### config.mk
export PLATFORM = sky130hd
export DESIGN_NAME = msr_scan
export DESIGN_NICKNAME = d
export VERILOG_FILES = /design/src/design/msr_pkg.sv /design/src/design/msr_scan.sv
export SDC_FILE = /design/constraint.sdc
export NUM_CORES = 1
export LEC_CHECK = 0
export BUFFER_PORTS_ARGS = -buffer_cell sky130_fd_sc_hd__buf_2
export CAP_MARGIN = 20
export CORE_MARGIN = 4
export CORE_UTILIZATION = 57
export DETAILED_ROUTE_END_ITERATION = 16
export HOLD_SLACK_MARGIN = 0.12
export PLACE_DENSITY = 0.73
export SYNTH_ARGS = -nofsm -noshare
export SYNTH_HDL_FRONTEND = slang
export SYNTH_SLANG_ARGS = --single-unit
### constraint.sdc
create_clock -name clk -period 19.4 [get_ports clk]
set_input_delay 1.94 -clock clk [delete_from_list [all_inputs] [get_ports clk]]
set_output_delay 1.94 -clock clk [all_outputs]
set_load 0.03 [all_outputs]
### src/design/msr_pkg.sv
// msr_pkg: shared types and codes for the matrix scan reorder block
// payload structs, function codes, register indexes and scan mode codes
// no dependencies
package msr_pkg;

  // configuration port
  localparam int CfgIndexW = 2;
  localparam int CfgDataW  = 5;

  typedef logic [CfgIndexW-1:0] cfg_index_t;
  localparam cfg_index_t CfgMatrixSize = 2'd0;
  localparam cfg_index_t CfgScanMode   = 2'd1;

  // scan mode codes; the unused code behaves as the column snake
  typedef logic [1:0] scan_mode_t;
  localparam scan_mode_t ModeSnake  = 2'd0;
  localparam scan_mode_t ModeZigzag = 2'd1;
  localparam scan_mode_t ModeFlip   = 2'd2;

  // request function codes
  localparam logic FuncLoad  = 1'b0;
  localparam logic FuncFetch = 1'b1;

  // request and response payloads
  typedef struct packed {
    logic               func;
    logic signed [31:0] element_value;
  } req_item_t;

  typedef struct packed {
    logic signed [31:0] out_value;
    logic               end_of_matrix;
  } rsp_item_t;

  // per-cycle control from the top level to the scan sequencer
  typedef struct packed {
    logic restart;
    logic load;
    logic fetch;
  } scan_ctrl_t;

endpackage

### src/design/msr_scan.sv
// msr_scan: address sequencer of the matrix scan reorder block
// tracks load position, readout row/column and zigzag diagonal state
// depends on msr_pkg
module msr_scan import msr_pkg::*; #(
  parameter int MAX_SIDE = 16,
  localparam int CoordW = $clog2(MAX_SIDE),
  localparam int SideW  = $clog2(MAX_SIDE + 1),
  localparam int AddrW  = $clog2(MAX_SIDE * MAX_SIDE)
) (
  input  logic             clk,
  input  logic             rst,
  input  scan_ctrl_t       ctrl,
  input  logic [SideW-1:0] side,
  input  scan_mode_t       mode,
  output logic [AddrW-1:0] wr_addr,
  output logic [AddrW-1:0] rd_addr,
  output logic             last
);

  localparam int TotW = $clog2(MAX_SIDE * MAX_SIDE + 1);

  logic [AddrW-1:0]  load_pos, load_pos_next;
  logic [CoordW-1:0] emit_row, emit_row_next;
  logic [CoordW-1:0] emit_col, emit_col_next;
  logic [CoordW-1:0] zig_row, zig_row_next;
  logic [CoordW-1:0] zig_col, zig_col_next;
  logic [CoordW-1:0] zig_diag, zig_diag_next;
  logic              zig_second, zig_second_next;

  logic [CoordW-1:0] n_m1;
  logic [TotW-1:0]   total;
  logic              load_wrap;
  logic              emit_last;
  logic              up, up_n, step_ok;
  logic [CoordW-1:0] adv_row, adv_col, adv_diag;
  logic              adv_second;
  logic [CoordW-1:0] src_row, src_col;

  assign n_m1      = CoordW'(side - SideW'(1));
  assign total     = TotW'(side) * TotW'(side);
  assign load_wrap = (TotW'(load_pos) + TotW'(1)) >= total;
  assign emit_last = (emit_row == n_m1) && (emit_col == n_m1);
  assign last      = emit_last;
  assign wr_addr   = load_pos;

  // zigzag step along a diagonal, or onto the start of the next one
  always_comb begin
    up      = zig_second ? zig_diag[0] : !zig_diag[0];
    step_ok = up ? (zig_row != '0 && zig_col != n_m1)
                 : (zig_row != n_m1 && zig_col != '0);
    adv_row    = zig_row;
    adv_col    = zig_col;
    adv_diag   = zig_diag;
    adv_second = zig_second;
    up_n       = 1'b0;
    if (step_ok) begin
      adv_row = up ? zig_row - CoordW'(1) : zig_row + CoordW'(1);
      adv_col = up ? zig_col + CoordW'(1) : zig_col - CoordW'(1);
    end else begin
      if (zig_diag != n_m1) begin
        adv_diag = zig_diag + CoordW'(1);
      end else if (!zig_second && side > SideW'(1)) begin
        adv_second = 1'b1;
        adv_diag   = CoordW'(1);
      end else begin
        adv_second = 1'b0;
        adv_diag   = '0;
      end
      up_n = adv_second ? adv_diag[0] : !adv_diag[0];
      if (!adv_second) begin
        adv_row = up_n ? adv_diag : '0;
        adv_col = up_n ? '0 : adv_diag;
      end else begin
        adv_row = up_n ? n_m1 : adv_diag;
        adv_col = up_n ? adv_diag : n_m1;
      end
    end
  end

  // source coordinate of the current readout element
  always_comb begin
    if (mode == ModeZigzag) begin
      src_row = zig_row;
      src_col = zig_col;
    end else if (mode == ModeFlip) begin
      src_row = emit_col[0] ? n_m1 - emit_row : emit_row;
      src_col = emit_col;
    end else begin
      src_row = emit_row[0] ? n_m1 - emit_col : emit_col;
      src_col = emit_row;
    end
    rd_addr = AddrW'(src_row) * AddrW'(side) + AddrW'(src_col);
  end

  // next position state
  always_comb begin
    load_pos_next   = load_pos;
    emit_row_next   = emit_row;
    emit_col_next   = emit_col;
    zig_row_next    = zig_row;
    zig_col_next    = zig_col;
    zig_diag_next   = zig_diag;
    zig_second_next = zig_second;
    if (ctrl.restart) begin
      load_pos_next   = '0;
      emit_row_next   = '0;
      emit_col_next   = '0;
      zig_row_next    = '0;
      zig_col_next    = '0;
      zig_diag_next   = '0;
      zig_second_next = 1'b0;
    end else begin
      if (ctrl.load) begin
        load_pos_next = load_wrap ? '0 : load_pos + AddrW'(1);
      end
      if (ctrl.fetch) begin
        if (emit_last) begin
          emit_row_next   = '0;
          emit_col_next   = '0;
          zig_row_next    = '0;
          zig_col_next    = '0;
          zig_diag_next   = '0;
          zig_second_next = 1'b0;
        end else begin
          if (emit_col == n_m1) begin
            emit_col_next = '0;
            emit_row_next = emit_row + CoordW'(1);
          end else begin
            emit_col_next = emit_col + CoordW'(1);
          end
          if (mode == ModeZigzag) begin
            zig_row_next    = adv_row;
            zig_col_next    = adv_col;
            zig_diag_next   = adv_diag;
            zig_second_next = adv_second;
          end
        end
      end
    end
  end

  always_ff @(posedge clk) begin
    if (rst) begin
      load_pos   <= '0;
      emit_row   <= '0;
      emit_col   <= '0;
      zig_row    <= '0;
      zig_col    <= '0;
      zig_diag   <= '0;
      zig_second <= 1'b0;
    end else begin
      load_pos   <= load_pos_next;
      emit_row   <= emit_row_next;
      emit_col   <= emit_col_next;
      zig_row    <= zig_row_next;
      zig_col    <= zig_col_next;
      zig_diag   <= zig_diag_next;
      zig_second <= zig_second_next;
    end
  end

endmodule

==> flow_summary.json <==
{
  "route.detailed.vias_per_inst": 6.052,
  "detail_route.first_pass.iterations": 6,
  "tightestPinTransition_ns": 0.6709,
  "min_delay_worst_endpoint": "emit_row[2]",
  "mappedNetlistNets": 585,
  "syn-mean-instance-area_um2": 7.904,
  "combinationalPowerShare_pct": 32.9,
  "track_usage_pct": 23.32,
  "insertion_delay_ns": 0.29,
  "multiInputGateArea_um2": 3153,
  "floorplan.initialDensity_pct": 58.75,
  "synth_enable_flop_cells": 0,
  "final.period_utilization_pct": 52.96,
  "rows": 30,
  "max_cap_violations": 0,
  "required_time_of_the_critical_path_ns": 17.46,
  "crit_path_dat_ns": 8.33,
  "power.share.clock_pct": 35.3,
  "irDropWorstVdd_uv": 38.52,
  "worst_clock_skew_ns": 0.008077,
  "max_freq_ghz": 0.09733,
  "num_io_pins": 29,
  "dr_total_vias": 3722,
  "synth.distinct_cells": 65,
  "worstSetupStartpointType": "primary input",
  "placement.io_buffers": 28,
  "globalRouteMet1Util_pct": 29.84,
  "postCtsSetupRepairBufs": 0,
  "post_route_cells_drive_above_1_share_pct": 9.634,
  "worstHoldStart": "emit_row[2]",
  "critical-path-max-stage-delay_ns": 0.54,
  "power.density_cell_area_nw_per_um2": 45.42,
  "remaining_routing_drc_violations": 0,
  "p_int_mw": 0.1254,
  "hold_path_class": "register to register",
  "fillCellCount": 619,
  "cts-hold-fix-buffers": 0,
  "fraction_of_the_yosys_area_taken_by_sequential_cells_pct": 14.55,
  "die_width_um": 91.68,
  "global_route.peak_usage_layer": "met2",
  "drtIter0Drc": 218,
  "postLayoutSetupSlackWorst_ns": 9.125,
  "number_of_antenna_repair_diodes": 0,
  "final-max-slew-violation-count": 0,
  "min_period_ns": 10.27,
  "switchingPower_mw": 0.06844,
  "dp_hpwl_um": 7644,
  "final_setup_violation_count": 0,
  "place_congestion": 0.8948,
  "mappedNetlistArea_um2": 3991,
  "outcome": "completed",
  "cts_htree_levels": 2,
  "path_buf_inv": 5,
  "power.switching_fraction_pct": 35.31,
  "static-leakage-power_nw": 1.995,
  "timing.hold.worst_path_depth": 2,
  "critical_path.max_fanout": 24,
  "relSlewSlack_pct": 55.11,
  "grt_start_max_net_pins": 25,
  "clkSlewWorstSetupHoldPaths_ns": 0.07,
  "crit_family": "adder cells",
  "power.share.sequential_pct": 31.8,
  "place_worst_setup_slack_ns": 9.188,
  "numClockSinks": 29,
  "sequential_cell_area_um2": 580.6,
  "max-clock-path-buffers": 2,
  "number_of_buffers_added_by_the_clock_tree_synthesis_step": 5,
  "worst_setup_path_end_kind": "primary output",
  "cpMaxStageDelayCell": "fa_1",
  "gr-usage-met3_pct": 2.871,
  "hold_violations": 0,
  "timing.setup.tns_ns": 0,
  "tritoncts_clock_tree": "done",
  "synth_flop_cell": "dfxtp_1",
  "final_antenna_net_count": 0,
  "grt_setup_unrepaired": "false",
  "register_bit_count_reported_by_yosys": 29,
  "r2r_setup_slack_ns": 15.44,
  "critical_path_cell_list": "buf_2 > inv_1 > ha_1 > xnor2_1 > inv_1 > ha_1 > and3b_1 > a211o_1 > and3_1 > a221oi_1 > a21boi_2 > nand2b_1 > fa_1 > fa_1 > fa_1 > inv_1 > ha_1 > a21o_1 > a21oi_1 > o21bai_1 > a21oi_1 > xnor2_1 > xnor2_1 > buf_2",
  "gr-total-overflow": 0,
  "regToRegStartpoint": "zig_diag[2]",
  "rr_worst_depth": 12,
  "async_flop_share_pct": 0,
  "route.detailed.wl_per_inst_um": 15.93,
  "syn_inst": 505,
  "clk_root_buffer_cell": "clkbuf_8",
  "post_cts_resized": 0,
  "fp.coreArea_um2": 6794,
  "criticalPathCategory": "primary input to primary output",
  "finalNetCount": 598,
  "wire_length_of_the_first_global_routing_pass_um": 16140,
  "total_die_area_um2": 8405,
  "syn2layout_area_growth_pct": 6.928,
  "routed_wirelength_um": 9799,
  "die_height_um": 91.68,
  "first_global_vias": 3457,
  "antenna_violations_before_repair": 0,
  "grt.met2_usage_pct": 40.78,
  "timing.rr.end": "zig_col[3]",
  "synth-warning-count": 0
}
==> sequential cells by signal, indices dropped and copies added (netlist names) <==
| signal | cells |
|---|---|
| emit_col | 4 |
| emit_row | 4 |
| wr_addr | 8 |
| zig_col | 4 |
| zig_diag | 4 |
| zig_row | 4 |
| zig_second | 1 |
==> stage by stage <==
| stage | utilization, % | hold WS, ns | cell area, um2 | total power [mW] | instances |
|---|---|---|---|---|---|
| 5_1_grt | 62.82 | 0.5621 | 4268 | 0.2046 | 615 |
| 3_5_place_dp | 61.11 | 0.5097 | 4151 | 0.1261 | 607 |
| 4_1_cts | 62.82 | 0.5194 | 4268 | 0.1945 | 615 |
| 3_3_place_gp | 61.11 | 0.4972 | 4151 | 0.1250 | 607 |
| 6_report | 62.82 | 0.5215 | 4268 | 0.1938 | 615 |
| 2_1_floorplan | - | 0.4749 | 3991 | 0.1126 | 505 |
==> worst max-delay path by stage <==
| stage | slack (ns) | startpoint | cells past startpoint | end |
|---|---|---|---|---|
| final | 9.13 | side[0] | 24 | rd_addr[7] |
| after global routing | 8.69 | side[0] | 24 | rd_addr[7] |
| after CTS | 9.16 | side[0] | 24 | rd_addr[7] |
| after detailed placement | 9.19 | side[0] | 24 | rd_addr[7] |
| after global placement | 9.38 | side[0] | 24 | rd_addr[7] |
| after floorplan | 9.60 | side[0] | 24 | rd_addr[7] |
==> synthesized netlist by cell type, types with 3 or more instances <==
| cell | n | share of area (%) |
|---|---|---|
| nand2b_1 | 6 | 0.94 |
| fa_1 | 15 | 7.5 |
| a2111oi_2 | 3 | 1.1 |
| xnor2_1 | 34 | 7.5 |
| nor3_1 | 8 | 1.0 |
| ha_1 | 53 | 17 |
| clkbuf_1 | 17 | 1.6 |
| xor2_1 | 13 | 2.9 |
| and3_1 | 6 | 0.94 |
| o211ai_1 | 4 | 0.75 |
| o21bai_1 | 5 | 0.94 |
| a221o_1 | 4 | 1.0 |
| dfxtp_1 | 29 | 15 |
| a211oi_1 | 3 | 0.56 |
| a22o_1 | 12 | 2.6 |
| nand3_1 | 16 | 2.0 |
| or2_2 | 5 | 0.78 |
| nor2b_1 | 7 | 1.1 |
| a21oi_1 | 46 | 5.8 |
| a32oi_1 | 3 | 0.66 |
| mux2i_1 | 4 | 1.0 |
| o21ai_0 | 21 | 2.6 |
| o31ai_1 | 3 | 0.56 |
| and2_1 | 9 | 1.4 |
| nand2_1 | 28 | 2.6 |
| nor2_1 | 53 | 5.0 |
| inv_1 | 42 | 3.9 |
| a21o_1 | 9 | 1.7 |
==> placed cells by master, fill, tap and decap left out, types with 6 or more instances in the layout <==
| master | Yosys | layout |
|---|---|---|
| a21o_1 | 9 | 9 |
| a21oi_1 | 46 | 46 |
| a22o_1 | 12 | 12 |
| and2_1 | 9 | 9 |
| and3_1 | 6 | 6 |
| buf_2 | 2 | 28 |
| clkbuf_8 | 0 | 6 |
| dfxtp_1 | 29 | 29 |
| fa_1 | 15 | 15 |
| ha_1 | 53 | 53 |
| inv_1 | 42 | 42 |
| nand2_1 | 28 | 28 |
| nand2b_1 | 6 | 6 |
| nand3_1 | 16 | 16 |
| nor2_1 | 53 | 53 |
| nor2b_1 | 7 | 7 |
| nor3_1 | 8 | 8 |
| o21ai_0 | 21 | 21 |
| xnor2_1 | 34 | 34 |
| xor2_1 | 13 | 13 |
==> worst reg2reg max path, cell delays in order, from the launching register on <==
cell and delay (ns):
dfxtp_1 0.50, xor3_1 0.53, nor3_1 0.34, nand2b_1 0.21, a21oi_1 0.35, inv_1 0.13
ha_1 0.68, inv_1 0.23, a221o_1 0.38, a21oi_1 0.15, a41oi_1 0.08, a21oi_1 0.19
a22o_1 0.13
==> logic make-up (layout without fill, tap and decap cells) <==
kind of cell	after synthesis	count (layout)	share of synthesized area, %
flops	29	29	14.55
mux	5	5	1.285
buf+inv	64	78	6.457
fa+ha+maj	68	68	24.14
xor+xnor	48	48	10.91
simple gates	154	154	19.34
compound gates	137	137	23.32
==> area by class of cell <==
cell class              count  share of cell area (%)
inverters                  42                   3.694
well taps                  96                   2.814
multi-input cells         412                   73.88
clock buffers               7                   2.023
clock inverters             1                  0.7036
flip-flops and latches     29                   13.60
repair buffers             28                   3.283
==> power groups by stage <==
stage / sequential [mW] / combinational, mW / clock (mW)
global placement: 0.0630 / 0.0620 / 0
finish: 0.0617 / 0.0637 / 0.0685
CTS: 0.0616 / 0.0635 / 0.0694
global route: 0.0617 / 0.0716 / 0.0713
floorplan: 0.0627 / 0.0499 / 0
detailed placement: 0.0630 / 0.0631 / 0
==> metal layers <==
| layer | part of all wire [%] | vias up |
|---|---|---|
| met5 | 0 | - |
| met4 | 1.9 | 0 |
| met3 | 5.6 | 19 |
| met2 | 49 | 118 |
| met1 | 43 | 1761 |
| li1 | - | 1824 |
(Power assumes the default switching activity.)
